File: src/design/rhsbm_pkg.sv
// Shared types and constants for the signal-strength bar meter.
// Used by the controller, datapath and top level.
`timescale 1ns / 1ps
`default_nettype none

package rhsbm_pkg;

	typedef enum logic [1:0] {
		CFG_FLOOR   = 2'd0,
		CFG_CEILING = 2'd1,
		CFG_CELLS   = 2'd2,
		CFG_RANGES  = 2'd3
	} cfg_idx_t;

	localparam logic [7:0] FLOOR_RST   = 8'd20;
	localparam logic [7:0] CEILING_RST = 8'd80;
	localparam logic [6:0] CELLS_RST   = 7'd37;
	localparam logic       RANGES_RST  = 1'b0;

	localparam logic [1:0] MISS_LOST = 2'd3;

	localparam logic [6:0] PCT_FULL  = 7'd100;
	localparam int         DIV_STEPS = 7;

	// floor(x / 100) == (x * RECIP_100) >> RECIP_SHIFT for x up to 91179
	localparam logic [16:0] RECIP_100   = 17'd83887;
	localparam int          RECIP_SHIFT = 23;

	localparam int         HDR_RANGES = 5;
	localparam logic [6:0] HDR_STEP [HDR_RANGES] = '{7'd17, 7'd34, 7'd50, 7'd67, 7'd84};
	localparam logic [2:0] HDR_PLAIN = 3'd6;

	typedef struct packed {
		logic load;
		logic prep;
		logic div_step;
		logic mul;
		logic recip;
		logic out_load;
	} dp_cmd_t;

	typedef struct packed {
		logic shown;
		logic need_div;
	} dp_status_t;

endpackage

`default_nettype wire

File: src/design/rhsbm_if.sv
// Valid/ready channel interfaces for samples and meter results.
// Depends on nothing but the payload widths of the block.
`timescale 1ns / 1ps
`default_nettype none

interface rhsbm_in_if;
	logic              valid;
	logic              ready;
	logic signed [8:0] raw_level;
	logic              frame_shown;

	modport source (output valid, output raw_level, output frame_shown, input ready);
	modport sink (input valid, input raw_level, input frame_shown, output ready);
endinterface

interface rhsbm_out_if;
	logic              valid;
	logic              ready;
	logic signed [8:0] smoothed_level;
	logic        [6:0] percent;
	logic        [6:0] full_cells;
	logic        [2:0] partial_eighths;
	logic        [2:0] header_select;

	modport source (output valid, output smoothed_level, output percent, output full_cells,
		output partial_eighths, output header_select, input ready);
	modport sink (input valid, input smoothed_level, input percent, input full_cells,
		input partial_eighths, input header_select, output ready);
endinterface

`default_nettype wire

File: src/design/rhsbm_ctrl.sv
// Controller state machine: request handshakes and datapath sequencing.
// Depends on rhsbm_pkg for command and status structs.
`timescale 1ns / 1ps
`default_nettype none

module rhsbm_ctrl (
	input  wire logic                  clk,
	input  wire logic                  arst_n,
	input  wire logic                  in_valid,
	output logic                       in_ready,
	output logic                       out_valid,
	input  wire logic                  out_ready,
	input  wire rhsbm_pkg::dp_status_t status,
	output rhsbm_pkg::dp_cmd_t         cmd
);

	localparam int CW = $clog2(rhsbm_pkg::DIV_STEPS);

	typedef enum logic [5:0] {
		ST_IDLE  = 6'b000001,
		ST_PREP  = 6'b000010,
		ST_DIV   = 6'b000100,
		ST_MUL   = 6'b001000,
		ST_RECIP = 6'b010000,
		ST_DONE  = 6'b100000
	} state_t;

	state_t        state_q, state_d;
	logic [CW-1:0] cnt_q;
	logic          out_vld_q;
	logic          out_free;

	assign in_ready  = (state_q == ST_IDLE);
	assign out_valid = out_vld_q;
	assign out_free  = !out_vld_q || out_ready;

	always_comb begin
		state_d = state_q;
		cmd     = '0;
		unique case (state_q)
			ST_IDLE: begin
				if (in_valid) begin
					cmd.load = 1'b1;
					state_d  = ST_PREP;
				end
			end
			ST_PREP: begin
				cmd.prep = 1'b1;
				if (!status.shown) state_d = ST_IDLE;
				else if (status.need_div) state_d = ST_DIV;
				else state_d = ST_MUL;
			end
			ST_DIV: begin
				cmd.div_step = 1'b1;
				if (cnt_q == CW'(rhsbm_pkg::DIV_STEPS - 1)) state_d = ST_MUL;
			end
			ST_MUL: begin
				cmd.mul = 1'b1;
				state_d = ST_RECIP;
			end
			ST_RECIP: begin
				cmd.recip = 1'b1;
				state_d   = ST_DONE;
			end
			ST_DONE: begin
				if (out_free) begin
					cmd.out_load = 1'b1;
					state_d      = ST_IDLE;
				end
			end
			default: state_d = ST_IDLE;
		endcase
	end

	always_ff @(posedge clk or negedge arst_n) begin
		if (!arst_n) begin
			state_q   <= ST_IDLE;
			cnt_q     <= '0;
			out_vld_q <= 1'b0;
		end else begin
			state_q <= state_d;
			if (cmd.div_step) cnt_q <= cnt_q + CW'(1);
			else cnt_q <= '0;
			if (cmd.out_load) out_vld_q <= 1'b1;
			else if (out_ready) out_vld_q <= 1'b0;
		end
	end

`ifndef ASSERT_OFF
	a_accept_to_prep: assert property (@(posedge clk) disable iff (!arst_n)
		(in_valid && in_ready) |=> (state_q == ST_PREP))
		else $error("accepted request did not advance to prep");
	a_load_when_free: assert property (@(posedge clk) disable iff (!arst_n)
		cmd.out_load |-> (!out_vld_q || out_ready))
		else $error("result loaded over an untaken result");
	a_div_bound: assert property (@(posedge clk) disable iff (!arst_n)
		(state_q == ST_DIV) |-> (cnt_q < CW'(rhsbm_pkg::DIV_STEPS)))
		else $error("divider ran past its step count");
	a_valid_from_done: assert property (@(posedge clk) disable iff (!arst_n)
		$rose(out_vld_q) |-> $past(state_q == ST_DONE))
		else $error("result valid raised outside done");
`endif

endmodule

`default_nettype wire

File: src/design/rhsbm_dp.sv
// Datapath: config registers, hold-over, smoothing history, divider and bar scaling.
// Depends on rhsbm_pkg; sequenced by rhsbm_ctrl.
`timescale 1ns / 1ps
`default_nettype none

module rhsbm_dp #(
	parameter int MAX_CELLS = 64
) (
	input  wire logic                  clk,
	input  wire logic                  arst_n,
	input  wire logic                  cfg_we,
	input  wire logic [1:0]            cfg_index,
	input  wire logic [7:0]            cfg_data,
	input  wire logic signed [8:0]     raw_level,
	input  wire logic                  frame_shown,
	input  wire rhsbm_pkg::dp_cmd_t    cmd,
	output rhsbm_pkg::dp_status_t      status,
	output logic signed [8:0]          smoothed_level,
	output logic [6:0]                 percent,
	output logic [6:0]                 full_cells,
	output logic [2:0]                 partial_eighths,
	output logic [2:0]                 header_select
);

	logic [7:0] floor_q, ceil_q;
	logic [6:0] cells_cfg_q;
	logic       ranges_q;

	logic [7:0] last_good_q;
	logic [1:0] miss_run_q;
	logic [7:0] hist_q [2];
	logic [1:0] hist_vld_q;

	logic       shown_q, lost_q;
	logic [7:0] val_q;

	logic [14:0] rem_q, dsor_q;
	logic [6:0]  pct_q;
	logic [15:0] prod_q;
	logic [9:0]  total_q;

	logic signed [8:0] sm_q;
	logic [6:0]        pct_out_q, full_q;
	logic [2:0]        part_q, hdr_q;

	logic       present, hold_vld, use_avg;
	logic [1:0] miss_d;
	logic [7:0] hold_val, lvl;
	logic [9:0] sum;
	logic       gt_floor, ge_ceil;
	logic [7:0] diff, span;
	logic       ge;
	logic [6:0] cells, full;
	logic [2:0] part, hdr;

	assign present = frame_shown && !raw_level[8];
	assign miss_d  = (miss_run_q == rhsbm_pkg::MISS_LOST) ? miss_run_q : miss_run_q + 2'd1;

	always_comb begin
		if (present) begin
			hold_vld = 1'b1;
			hold_val = raw_level[7:0];
		end else begin
			hold_vld = (miss_d != rhsbm_pkg::MISS_LOST);
			hold_val = last_good_q;
		end
	end

	assign use_avg = hist_vld_q[0] && hist_vld_q[1];
	assign sum     = {1'b0, hold_val, 1'b0} + 10'(hist_q[0]) + 10'(hist_q[1]);
	assign lvl     = use_avg ? sum[9:2] : hold_val;

	assign gt_floor = !lost_q && (val_q > floor_q);
	assign ge_ceil  = (val_q >= ceil_q);
	assign diff     = val_q - floor_q;
	assign span     = ceil_q - floor_q;
	assign ge       = (rem_q >= dsor_q);

	assign status.shown    = shown_q;
	assign status.need_div = gt_floor && !ge_ceil;

	assign cells = (cells_cfg_q > 7'(MAX_CELLS)) ? 7'(MAX_CELLS) : cells_cfg_q;

	always_comb begin
		full = total_q[9:3];
		part = total_q[2:0];
		if (full > cells) begin
			full = cells;
			part = 3'd0;
		end
		hdr = 3'd0;
		for (int i = 0; i < rhsbm_pkg::HDR_RANGES; i++) begin
			if (pct_q >= rhsbm_pkg::HDR_STEP[i]) hdr = 3'(i + 1);
		end
		if (!ranges_q) hdr = rhsbm_pkg::HDR_PLAIN;
	end

	always_ff @(posedge clk or negedge arst_n) begin
		if (!arst_n) begin
			floor_q     <= rhsbm_pkg::FLOOR_RST;
			ceil_q      <= rhsbm_pkg::CEILING_RST;
			cells_cfg_q <= rhsbm_pkg::CELLS_RST;
			ranges_q    <= rhsbm_pkg::RANGES_RST;
			last_good_q <= 8'd0;
			miss_run_q  <= 2'd0;
			hist_vld_q  <= 2'b00;
			shown_q     <= 1'b0;
		end else begin
			if (cfg_we) begin
				unique case (rhsbm_pkg::cfg_idx_t'(cfg_index))
					rhsbm_pkg::CFG_FLOOR:   floor_q     <= cfg_data;
					rhsbm_pkg::CFG_CEILING: ceil_q      <= cfg_data;
					rhsbm_pkg::CFG_CELLS:   cells_cfg_q <= cfg_data[6:0];
					rhsbm_pkg::CFG_RANGES:  ranges_q    <= cfg_data[0];
					default: ;
				endcase
			end
			if (cmd.load) begin
				shown_q <= frame_shown;
				if (present) begin
					last_good_q <= raw_level[7:0];
					miss_run_q  <= 2'd0;
				end else begin
					miss_run_q <= miss_d;
				end
				if (hold_vld) hist_vld_q <= {hist_vld_q[0], 1'b1};
			end
		end
	end

	always_ff @(posedge clk) begin
		if (cmd.load) begin
			lost_q <= !hold_vld;
			val_q  <= lvl;
			if (hold_vld) begin
				hist_q[0] <= hold_val;
				hist_q[1] <= hist_q[0];
			end
		end
		if (cmd.prep) begin
			pct_q  <= (gt_floor && ge_ceil) ? rhsbm_pkg::PCT_FULL : 7'd0;
			rem_q  <= 15'(diff) * 15'(rhsbm_pkg::PCT_FULL);
			dsor_q <= 15'(span) << (rhsbm_pkg::DIV_STEPS - 1);
		end
		if (cmd.div_step) begin
			if (ge) rem_q <= rem_q - dsor_q;
			dsor_q <= dsor_q >> 1;
			pct_q  <= {pct_q[5:0], ge};
		end
		if (cmd.mul) prod_q <= 16'({14'(pct_q) * 14'(cells), 3'b000});
		if (cmd.recip) total_q <= 10'((33'(prod_q) * 33'(rhsbm_pkg::RECIP_100))
			>> rhsbm_pkg::RECIP_SHIFT);
		if (cmd.out_load) begin
			sm_q      <= lost_q ? -9'sd1 : $signed({1'b0, val_q});
			pct_out_q <= pct_q;
			full_q    <= full;
			part_q    <= part;
			hdr_q     <= hdr;
		end
	end

	assign smoothed_level  = sm_q;
	assign percent         = pct_out_q;
	assign full_cells      = full_q;
	assign partial_eighths = part_q;
	assign header_select   = hdr_q;

endmodule

`default_nettype wire

File: src/design/rssi_hold_smooth_bar_meter.sv
// Top level of the signal-strength bar meter: channels, config port, controller, datapath.
// Depends on rhsbm_pkg, rhsbm_if, rhsbm_ctrl and rhsbm_dp.
//
//   channel   dir  flow        payload
//   samples   in   valid/ready raw_level, frame_shown
//   results   out  valid/ready smoothed_level, percent, full_cells, partial_eighths,
//                              header_select
//   cfg       in   write only  cfg_we, cfg_index, cfg_data
//
// A shown frame goes through prep, multiply, reciprocal and done after accept, raising
// result valid after done; the next request is taken back in idle. The 7-step restoring
// divider (one quotient bit per cycle) runs after prep if the level is not lost and lies
// strictly between floor and ceiling. An unshown frame returns to idle with no result.
// An untaken result holds the controller in its done state and stalls the next request.
// Reset restores config defaults and clears hold-over, history valid and handshake state.
`timescale 1ns / 1ps
`default_nettype none

module rssi_hold_smooth_bar_meter #(
	parameter int MAX_CELLS = 64
) (
	input  wire logic       clk,
	input  wire logic       arst_n,
	rhsbm_in_if.sink        samples,
	rhsbm_out_if.source     results,
	input  wire logic       cfg_we,
	input  wire logic [1:0] cfg_index,
	input  wire logic [7:0] cfg_data
);

	rhsbm_pkg::dp_cmd_t    cmd;
	rhsbm_pkg::dp_status_t status;

	rhsbm_ctrl u_ctrl (
		.clk       (clk),
		.arst_n    (arst_n),
		.in_valid  (samples.valid),
		.in_ready  (samples.ready),
		.out_valid (results.valid),
		.out_ready (results.ready),
		.status    (status),
		.cmd       (cmd)
	);

	rhsbm_dp #(
		.MAX_CELLS (MAX_CELLS)
	) u_dp (
		.clk             (clk),
		.arst_n          (arst_n),
		.cfg_we          (cfg_we),
		.cfg_index       (cfg_index),
		.cfg_data        (cfg_data),
		.raw_level       (samples.raw_level),
		.frame_shown     (samples.frame_shown),
		.cmd             (cmd),
		.status          (status),
		.smoothed_level  (results.smoothed_level),
		.percent         (results.percent),
		.full_cells      (results.full_cells),
		.partial_eighths (results.partial_eighths),
		.header_select   (results.header_select)
	);

endmodule

`default_nettype wire
File: src/flat_wrapper.sv
// flat-port wrapper written by rule: the top's interface ports become plain ports
module rssi_hold_smooth_bar_meter_flat 
#(
	parameter int MAX_CELLS = 64
)
  (clk, arst_n, cfg_we, cfg_index, cfg_data, samples_valid, samples_raw_level, samples_frame_shown, samples_ready, results_valid, results_smoothed_level, results_percent, results_full_cells, results_partial_eighths, results_header_select, results_ready);
  rhsbm_in_if samples_i ();
  rhsbm_out_if results_i ();
  input  wire logic clk;
  input  wire logic arst_n;
  input  wire logic cfg_we;
  input  wire logic [1:0] cfg_index;
  input  wire logic [7:0] cfg_data;
  input wire logic [$bits(samples_i.valid)-1:0] samples_valid;
  input wire logic [$bits(samples_i.raw_level)-1:0] samples_raw_level;
  input wire logic [$bits(samples_i.frame_shown)-1:0] samples_frame_shown;
  output wire logic [$bits(samples_i.ready)-1:0] samples_ready;
  output wire logic [$bits(results_i.valid)-1:0] results_valid;
  output wire logic [$bits(results_i.smoothed_level)-1:0] results_smoothed_level;
  output wire logic [$bits(results_i.percent)-1:0] results_percent;
  output wire logic [$bits(results_i.full_cells)-1:0] results_full_cells;
  output wire logic [$bits(results_i.partial_eighths)-1:0] results_partial_eighths;
  output wire logic [$bits(results_i.header_select)-1:0] results_header_select;
  input wire logic [$bits(results_i.ready)-1:0] results_ready;
  assign samples_i.valid = samples_valid;
  assign samples_i.raw_level = samples_raw_level;
  assign samples_i.frame_shown = samples_frame_shown;
  assign samples_ready = samples_i.ready;
  assign results_valid = results_i.valid;
  assign results_smoothed_level = results_i.smoothed_level;
  assign results_percent = results_i.percent;
  assign results_full_cells = results_i.full_cells;
  assign results_partial_eighths = results_i.partial_eighths;
  assign results_header_select = results_i.header_select;
  assign results_i.ready = results_ready;
  rssi_hold_smooth_bar_meter #(.MAX_CELLS(MAX_CELLS)) u_core (.clk(clk), .arst_n(arst_n), .samples(samples_i), .results(results_i), .cfg_we(cfg_we), .cfg_index(cfg_index), .cfg_data(cfg_data));
endmodule
File: config.mk
export PLATFORM = sky130hd
export DESIGN_NAME = rssi_hold_smooth_bar_meter_flat
export DESIGN_NICKNAME = d
export VERILOG_FILES = /design/src/design/rhsbm_pkg.sv /design/src/design/rhsbm_if.sv /design/src/design/rhsbm_ctrl.sv /design/src/design/rhsbm_dp.sv /design/src/design/rssi_hold_smooth_bar_meter.sv /design/src/flat_wrapper.sv
export SDC_FILE = /design/constraint.sdc
export NUM_CORES = 1
export LEC_CHECK = 0
export ABC_AREA = 0
export BUFFER_PORTS_ARGS = -buffer_cell sky130_fd_sc_hd__clkbuf_2
export CORE_UTILIZATION = 60
export DETAILED_ROUTE_END_ITERATION = 12
export PLACE_DENSITY = 0.78
export SETUP_SLACK_MARGIN = 0.1
export SLEW_MARGIN = 15
export SYNTH_ARGS = -nofsm -noshare
export SYNTH_HDL_FRONTEND = slang
export SYNTH_HIERARCHICAL = 1
export SYNTH_SLANG_ARGS = --single-unit
File: constraint.sdc
create_clock -name clk -period 7 [get_ports clk]
set_input_delay 0.35 -clock clk [delete_from_list [all_inputs] [get_ports clk]]
set_output_delay 0.35 -clock clk [all_outputs]
set_load 0.05 [all_outputs]
---- Word level (Yosys, flattened, before mapping) ----
Memory sizes are Yosys's and may differ from the RTL's.
Index checks and enable logic that the tools add are counted.
cells by class
  $add $sub $neg .......................... 7
  multipliers ............................. 3
  order comparisons ....................... 10
  equal/unequal tests ..................... 15
  mux-type cells .......................... 41
  bitwise gates (word level) .............. 1
  reduce and logical (&&, ||, !) cells .... 21
operators by type and width
  operator                number
  $mux 15                 3
  $pmux 6 s6              1
  $mux 7                  5
  $mul 13x17->30 const B  1
  $mux 6                  4
  $mux 8                  2
  $sub 8x8->8             2
  $ge 15x14->1            1
  $mux 1                  15
  $sub 15x14->15          1
  $ge 7x6->1 const B      2
  $ge 7x7->1 const B      2
  $mux 14                 1
  $mul 7x7->13            1
  $mul 8x5->13 const B    1
  $mux 13                 1
  $add 10x8->10           1
  $add 9x8->10            1
  $reduce_and 2->1        5
  $mux 3                  3
  $mux 9                  1
  $ge 8x8->1              1
  $gt 8x8->1              1
  $mux 2                  4
  other kinds (24)        38
storage, ports and cells
  flip-flop bits (word level) ............. 144
  bits in writable memories ............... 16
  bits of input ports ..................... 25
  output and inout bits ................... 31
  word-level logic and storage cells ...... 125
  memories kept ........................... 1
memory list
  memory              depth  bits a word  read ports  clocked after Yosys merged registers in  write ports  RTL line        text
  u_core.u_dp.hist_q  2      8            2           0                                        2            rhsbm_dp.sv:31  logic [7:0] hist_q [2];

---- Longest topological paths before layout ----
  word-level depth ........................ 7
  depth in mapped cells ................... 21
  gate-level depth less buffers ........... 21

---- Cells and area by module ----
Netlist, hierarchy kept.
by module, submodules not included
  module      instances  cells an instance  area each (um2)  sequential area each (um2)
  rhsbm_dp    1          1,269              13,381.6         4,177.8
  rhsbm_ctrl  1          50                 553.0            251.5

---- Worst setup path after synthesis ----
No wires, ideal clock.
  path kind ............................... register to register
  from .................................... register u_core.u_dp.prod_q[14]
  to ...................................... register u_core.u_dp.total_q[9], data pin
  library setup time ...................... 0.273 ns
  data arrival time ....................... 5.022 ns
  required time ........................... 6.727 ns
  setup slack ............................. 1.705 ns
  cell stages (with the launch flop) ...... 19
  buffers on the path ..................... 0
  cell sequence ........................... edfxtp_1 inv_1 fa_1 fa_1 inv_1 fa_1 fa_1 inv_1 fa_1 inv_1 ha_1 a21oi_1 o21ai_1 a2111oi_2 a21oi_1 o211ai_1 o22ai_1 nor4b_1 a211oi_1
between the ends
  word-level cells in the longest chain between the ends .. 1
RTL lines
  what                    RTL line         text
  from (decl)             rhsbm_dp.sv:39   logic [15:0] prod_q;
  from (signal assigned)  rhsbm_dp.sv:150  if (cmd.mul) prod_q <= 16'({14'(pct_q) * 14'(cells), 3'b000});
  $mul 13x17->30          rhsbm_dp.sv:151  if (cmd.recip) total_q <= 10'((33'(prod_q) * 33'(rhsbm_pkg::RECIP_100))
  to (signal assigned)    rhsbm_dp.sv:151
  to (decl)               rhsbm_dp.sv:40   logic [9:0] total_q;
Every way passes these cells.
A chain may end at the register's enable or synchronous reset.

---- Final worst setup path ----
Ends and elaborated chain as after synthesis.

==> impl_metrics.py <==
metrics = {
    "run_status": {
        "status": "finished with violations",
        "violations": "hold timing",
    },
    "hold_path": {
        "hold_class": "input pin to async pin",
    },
    "synth": {
        "seq_area_frac_synth_pct": 31.8,
        "ys_ff_latch": 160,
        "ys_types": 67,
        "synth_fp_nets": 1662,
        "yosysTopAreaCellShare_pct": 21.1,
        "synth_edf_count": 98,
        "synth_top_cell_by_area": "edfxtp_1",
        "synthArstFlopShare_pct": 29.4,
        "synth_cells": 1319,
        "netlist_top_cells_area": "edfxtp_1, ha_1, fa_1",
        "netlist_area_sq_um": 13900,
        "yosysWarningCount": 6,
        "synth_area_per_cell_sq_um": 10.6,
        "ys_dominant_reg_cell": "edfxtp_1",
    },
    "timing": {
        "hold_ws_ns": -0.00507,
        "rsz0062_at_grt": "false",
        "skew_ns": 0.0146,
        "hold_viol": 7,
        "fin_ws_ns": 1.22,
        "tightest_slew_ns": 0.975,
        "fin_crit_ns": 5.78,
        "fin_crit_sh_pct": 82.6,
        "clock.fmax_mhz": 173,
        "fin_tns_setup_ns": 0,
        "relSlewSlack_pct": 34.9,
        "drv_slew": 0,
        "setup_viol": 0,
    },
    "detailed_routing": {
        "first_pass_iters": 5,
        "wirelength_microns": 28300,
        "drt_iter0_markers": 429,
        "ant_nets": 0,
        "drc_errors": 0,
        "num_vias": 9265,
        "wl_per_cell_microns": 16.9,
        "vias_per_cell": 5.54,
    },
    "final_layout": {
        "synthToLayoutAreaGrowth_pct": 8.42,
        "layout.cells.non_filler": 1672,
        "final_cell_area_sq_um": 15100,
        "nets": 1717,
        "n_antenna_cell": 0,
        "drive_above_1_share_pct": 11.5,
    },
    "pwr": {
        "leakage_nw": 7.33,
        "max-vdd-ir-drop_uv": 594,
        "clockPowerShare_pct": 12.3,
        "seq_power_share_pct": 20.1,
        "combPwrFrac_pct": 67.6,
        "switching_share_pct": 45.3,
        "p_int_mw": 4.10,
        "power.total_mw": 7.49,
        "p_sw_mw": 3.40,
        "p_per_area_nw_per_um2": 496,
    },
    "setup_path": {
        "endpoint_kind": "flop",
        "cp_cell_sequence": "inv_1, fa_1, fa_1, inv_1, fa_1, fa_1, inv_1, fa_1, inv_1, ha_1, a21oi_1, o21ai_1, a2111oi_2, a21oi_1, o211ai_1, o22ai_1, nor4b_1, a211oi_1",
        "setup.worst_path.start_class": "flop",
        "critPathKind": "flop to flop",
        "cp_max_fo": 6,
        "max_stage_delay_ns": 0.59,
        "cpMaxStageDelayCell": "fa_1",
        "required_ns": 7.16,
        "worstPathArrival_ns": 5.94,
        "worst-r2r-cell-count": 18,
        "cpMostUsedCell": "fa_1",
    },
    "clock_network": {
        "post_cts_buffers": 0,
        "ctsHoldBuffers": 0,
        "cts_root_buf": "clkbuf_16",
        "clkTransAtPathRegs_ns": 0.08,
        "cts_made_buffers": 17,
        "cts_sinks": 160,
        "clock_latency_ns": 0.44,
        "htreeDepth": 4,
        "tritoncts": "done",
        "clockBufferDepth": 2,
        "cts_resized": 0,
    },
    "global_routing": {
        "grt_start_max_net_pins": 48,
        "grtUsageMet2_pct": 45.2,
        "antenna_found_initial": 0,
        "grt_pass1_vias": 9593,
        "grt_util_all_layers_pct": 25.6,
        "met1_usage_pct": 31.6,
        "grt-ovfl-total": 0,
        "busiest_layer": "met2",
        "use_met3_pct": 3.42,
        "grt_pass1_wl_microns": 47200,
    },
    "flow_run": {
        "maxCapViolations": 0,
    },
    "floorplan": {
        "start_util_pct": 61.4,
        "core_area_sq_um": 22700,
        "die-area_sq_um": 23800,
        "num_rows": 55,
        "die_w_microns": 154,
        "io-pin-count": 56,
        "die_h_microns": 154,
    },
    "placed_design": {
        "place_inst": 1640,
        "place.gp.congestion": 0.923,
        "placed_area_sq_um": 14500,
        "detailed_place_hpwl_microns": 22800,
        "place_ws_ns": 1.20,
        "io_buffers": 55,
    },
}
critical path: cells and delay by family (launching register included):
family	cells	cell delay (ns)
DFF	1	0.50
AOI/OAI and AO/OA	7	1.47
adders and majority gates	6	3.00
and+or+nand+nor	1	0.26
buffers and inverters	4	0.27
flip-flops by register name (all words and copies together), names as in the netlist, 3 cells and up:
name and count:
u_core/u_ctrl/cnt_q 3, u_core/u_ctrl/state_q 6, u_core/u_dp/ceil_q 8, u_core/u_dp/cells_cfg_q 7, u_core/u_dp/dsor_q 14, u_core/u_dp/floor_q 8
u_core/u_dp/full_cells 7, u_core/u_dp/header_select 3, u_core/u_dp/hist_q 16, u_core/u_dp/last_good_q 8, u_core/u_dp/partial_eighths 3, u_core/u_dp/pct_q 7
u_core/u_dp/percent 7, u_core/u_dp/prod_q 13, u_core/u_dp/rem_q 15, u_core/u_dp/smoothed_level 9, u_core/u_dp/total_q 10, u_core/u_dp/val_q 8
synthesized netlist by cell type, types with 3 or more instances:
| cell type | n |
|---|---|
| o31ai_1 | 4 |
| fa_1 | 113 |
| dfrtp_1 | 39 |
| o211ai_1 | 4 |
| nor2_1 | 30 |
| nand2_1 | 91 |
| a211oi_1 | 11 |
| and2_1 | 39 |
| nand3b_1 | 4 |
| o21ai_1 | 5 |
| edfxtp_1 | 98 |
| dfstp_2 | 8 |
| o211a_1 | 3 |
| nand4_1 | 7 |
| mux2i_1 | 8 |
| mux2_2 | 33 |
| ha_1 | 205 |
| inv_1 | 258 |
| o21a_1 | 9 |
| a21oi_1 | 54 |
| nand2b_1 | 8 |
| or3_1 | 6 |
| xnor2_1 | 34 |
| clkbuf_1 | 19 |
| a21o_1 | 19 |
| nand3_1 | 16 |
| nor2b_1 | 27 |
| and4b_1 | 3 |
| or2_2 | 11 |
| a21boi_0 | 6 |
| xor2_1 | 19 |
| o21bai_1 | 14 |
| o22ai_1 | 4 |
| dfxtp_1 | 15 |
| o21ai_0 | 48 |
| nor3_1 | 5 |
| a31oi_1 | 4 |
worst paths after layout:
kind / start / end / slack (ns)
min: arst_n / u_core/u_dp/last_good_q[3] / -0.005
max reg2reg: u_core/u_dp/prod_q[14] / u_core/u_dp/total_q[9] / 1.22
max: u_core/u_dp/prod_q[14] / u_core/u_dp/total_q[9] / 1.22
min in group clk: samples_raw_level[2] / u_core/u_dp/last_good_q[2] / 0.16
min reg2reg: u_core/u_dp/hist_q[0][0] / u_core/u_dp/hist_q[0][8] / 0.49
max in group asynchronous: arst_n / u_core/u_dp/floor_q[1] / 6.57
power by group through the flow:
stage / combinational [mW] / sequential, mW / clock [mW]
global placement: 4.86 / 1.52 / 0
floorplan: 4.01 / 1.45 / 0
global route: 5.82 / 1.53 / 0.970
detailed placement: 5.05 / 1.52 / 0
finish: 5.07 / 1.51 / 0.922
CTS: 5.10 / 1.50 / 0.942
routing by layer:
| layer | part of all wire [%] | vias up |
|---|---|---|
| li1 | - | 4510 |
| met1 | 43 | 4521 |
| met2 | 50 | 179 |
| met3 | 3.1 | 55 |
| met4 | 3.6 | 0 |
| met5 | 0 | - |
cell families after synthesis:
| group | share of synthesized area (%) |
|---|---|
| AO/OA/AOI/OAI | 9.35 |
| adder cells (fa/ha/maj) | 34.6 |
| buffers and inverters | 7.70 |
| flip-flops | 31.8 |
| multiplexers | 3.24 |
| XOR/XNOR | 3.33 |
| AND/OR/NAND/NOR | 9.95 |
area by class of cell:
class                           instances  area, sq um
Multi-Input combinational cell        877         8450
Fill cell                            1755         7600
Sequential cell                       160         4430
Inverter                              259          975
Clock buffer                           17          425
Tap cell                              285          357
Timing Repair Buffer                   59          305
Clock inverter                         15          169
stage by stage:
step / hold WS, ns / util [%]
CTS: 0.0221 / 66.5
global route: 0.0427 / 66.5
finish: -0.00507 / 66.5
floorplan: 0.0544 / -
detailed placement: 0.460 / 63.9
global placement: 0.448 / 63.9
cells in the final DEF, fill, tap and decap left out, drive strengths merged, types with 14 or more instances in the layout:
master / synthesis / layout
a21o: 19 / 19
o21ai: 54 / 54
a21oi: 56 / 56
mux2: 33 / 33
nor2: 31 / 31
clkbuf: 19 / 72
ha: 205 / 205
xor2: 19 / 19
inv: 259 / 267
xnor2: 34 / 34
and2: 39 / 39
nor2b: 27 / 27
edfxtp: 98 / 98
dfrtp: 39 / 39
nand3: 16 / 16
dfxtp: 15 / 15
nand2: 91 / 91
fa: 113 / 113
o21bai: 14 / 14
No activity file was read; power rests on OpenSTA's default activity.
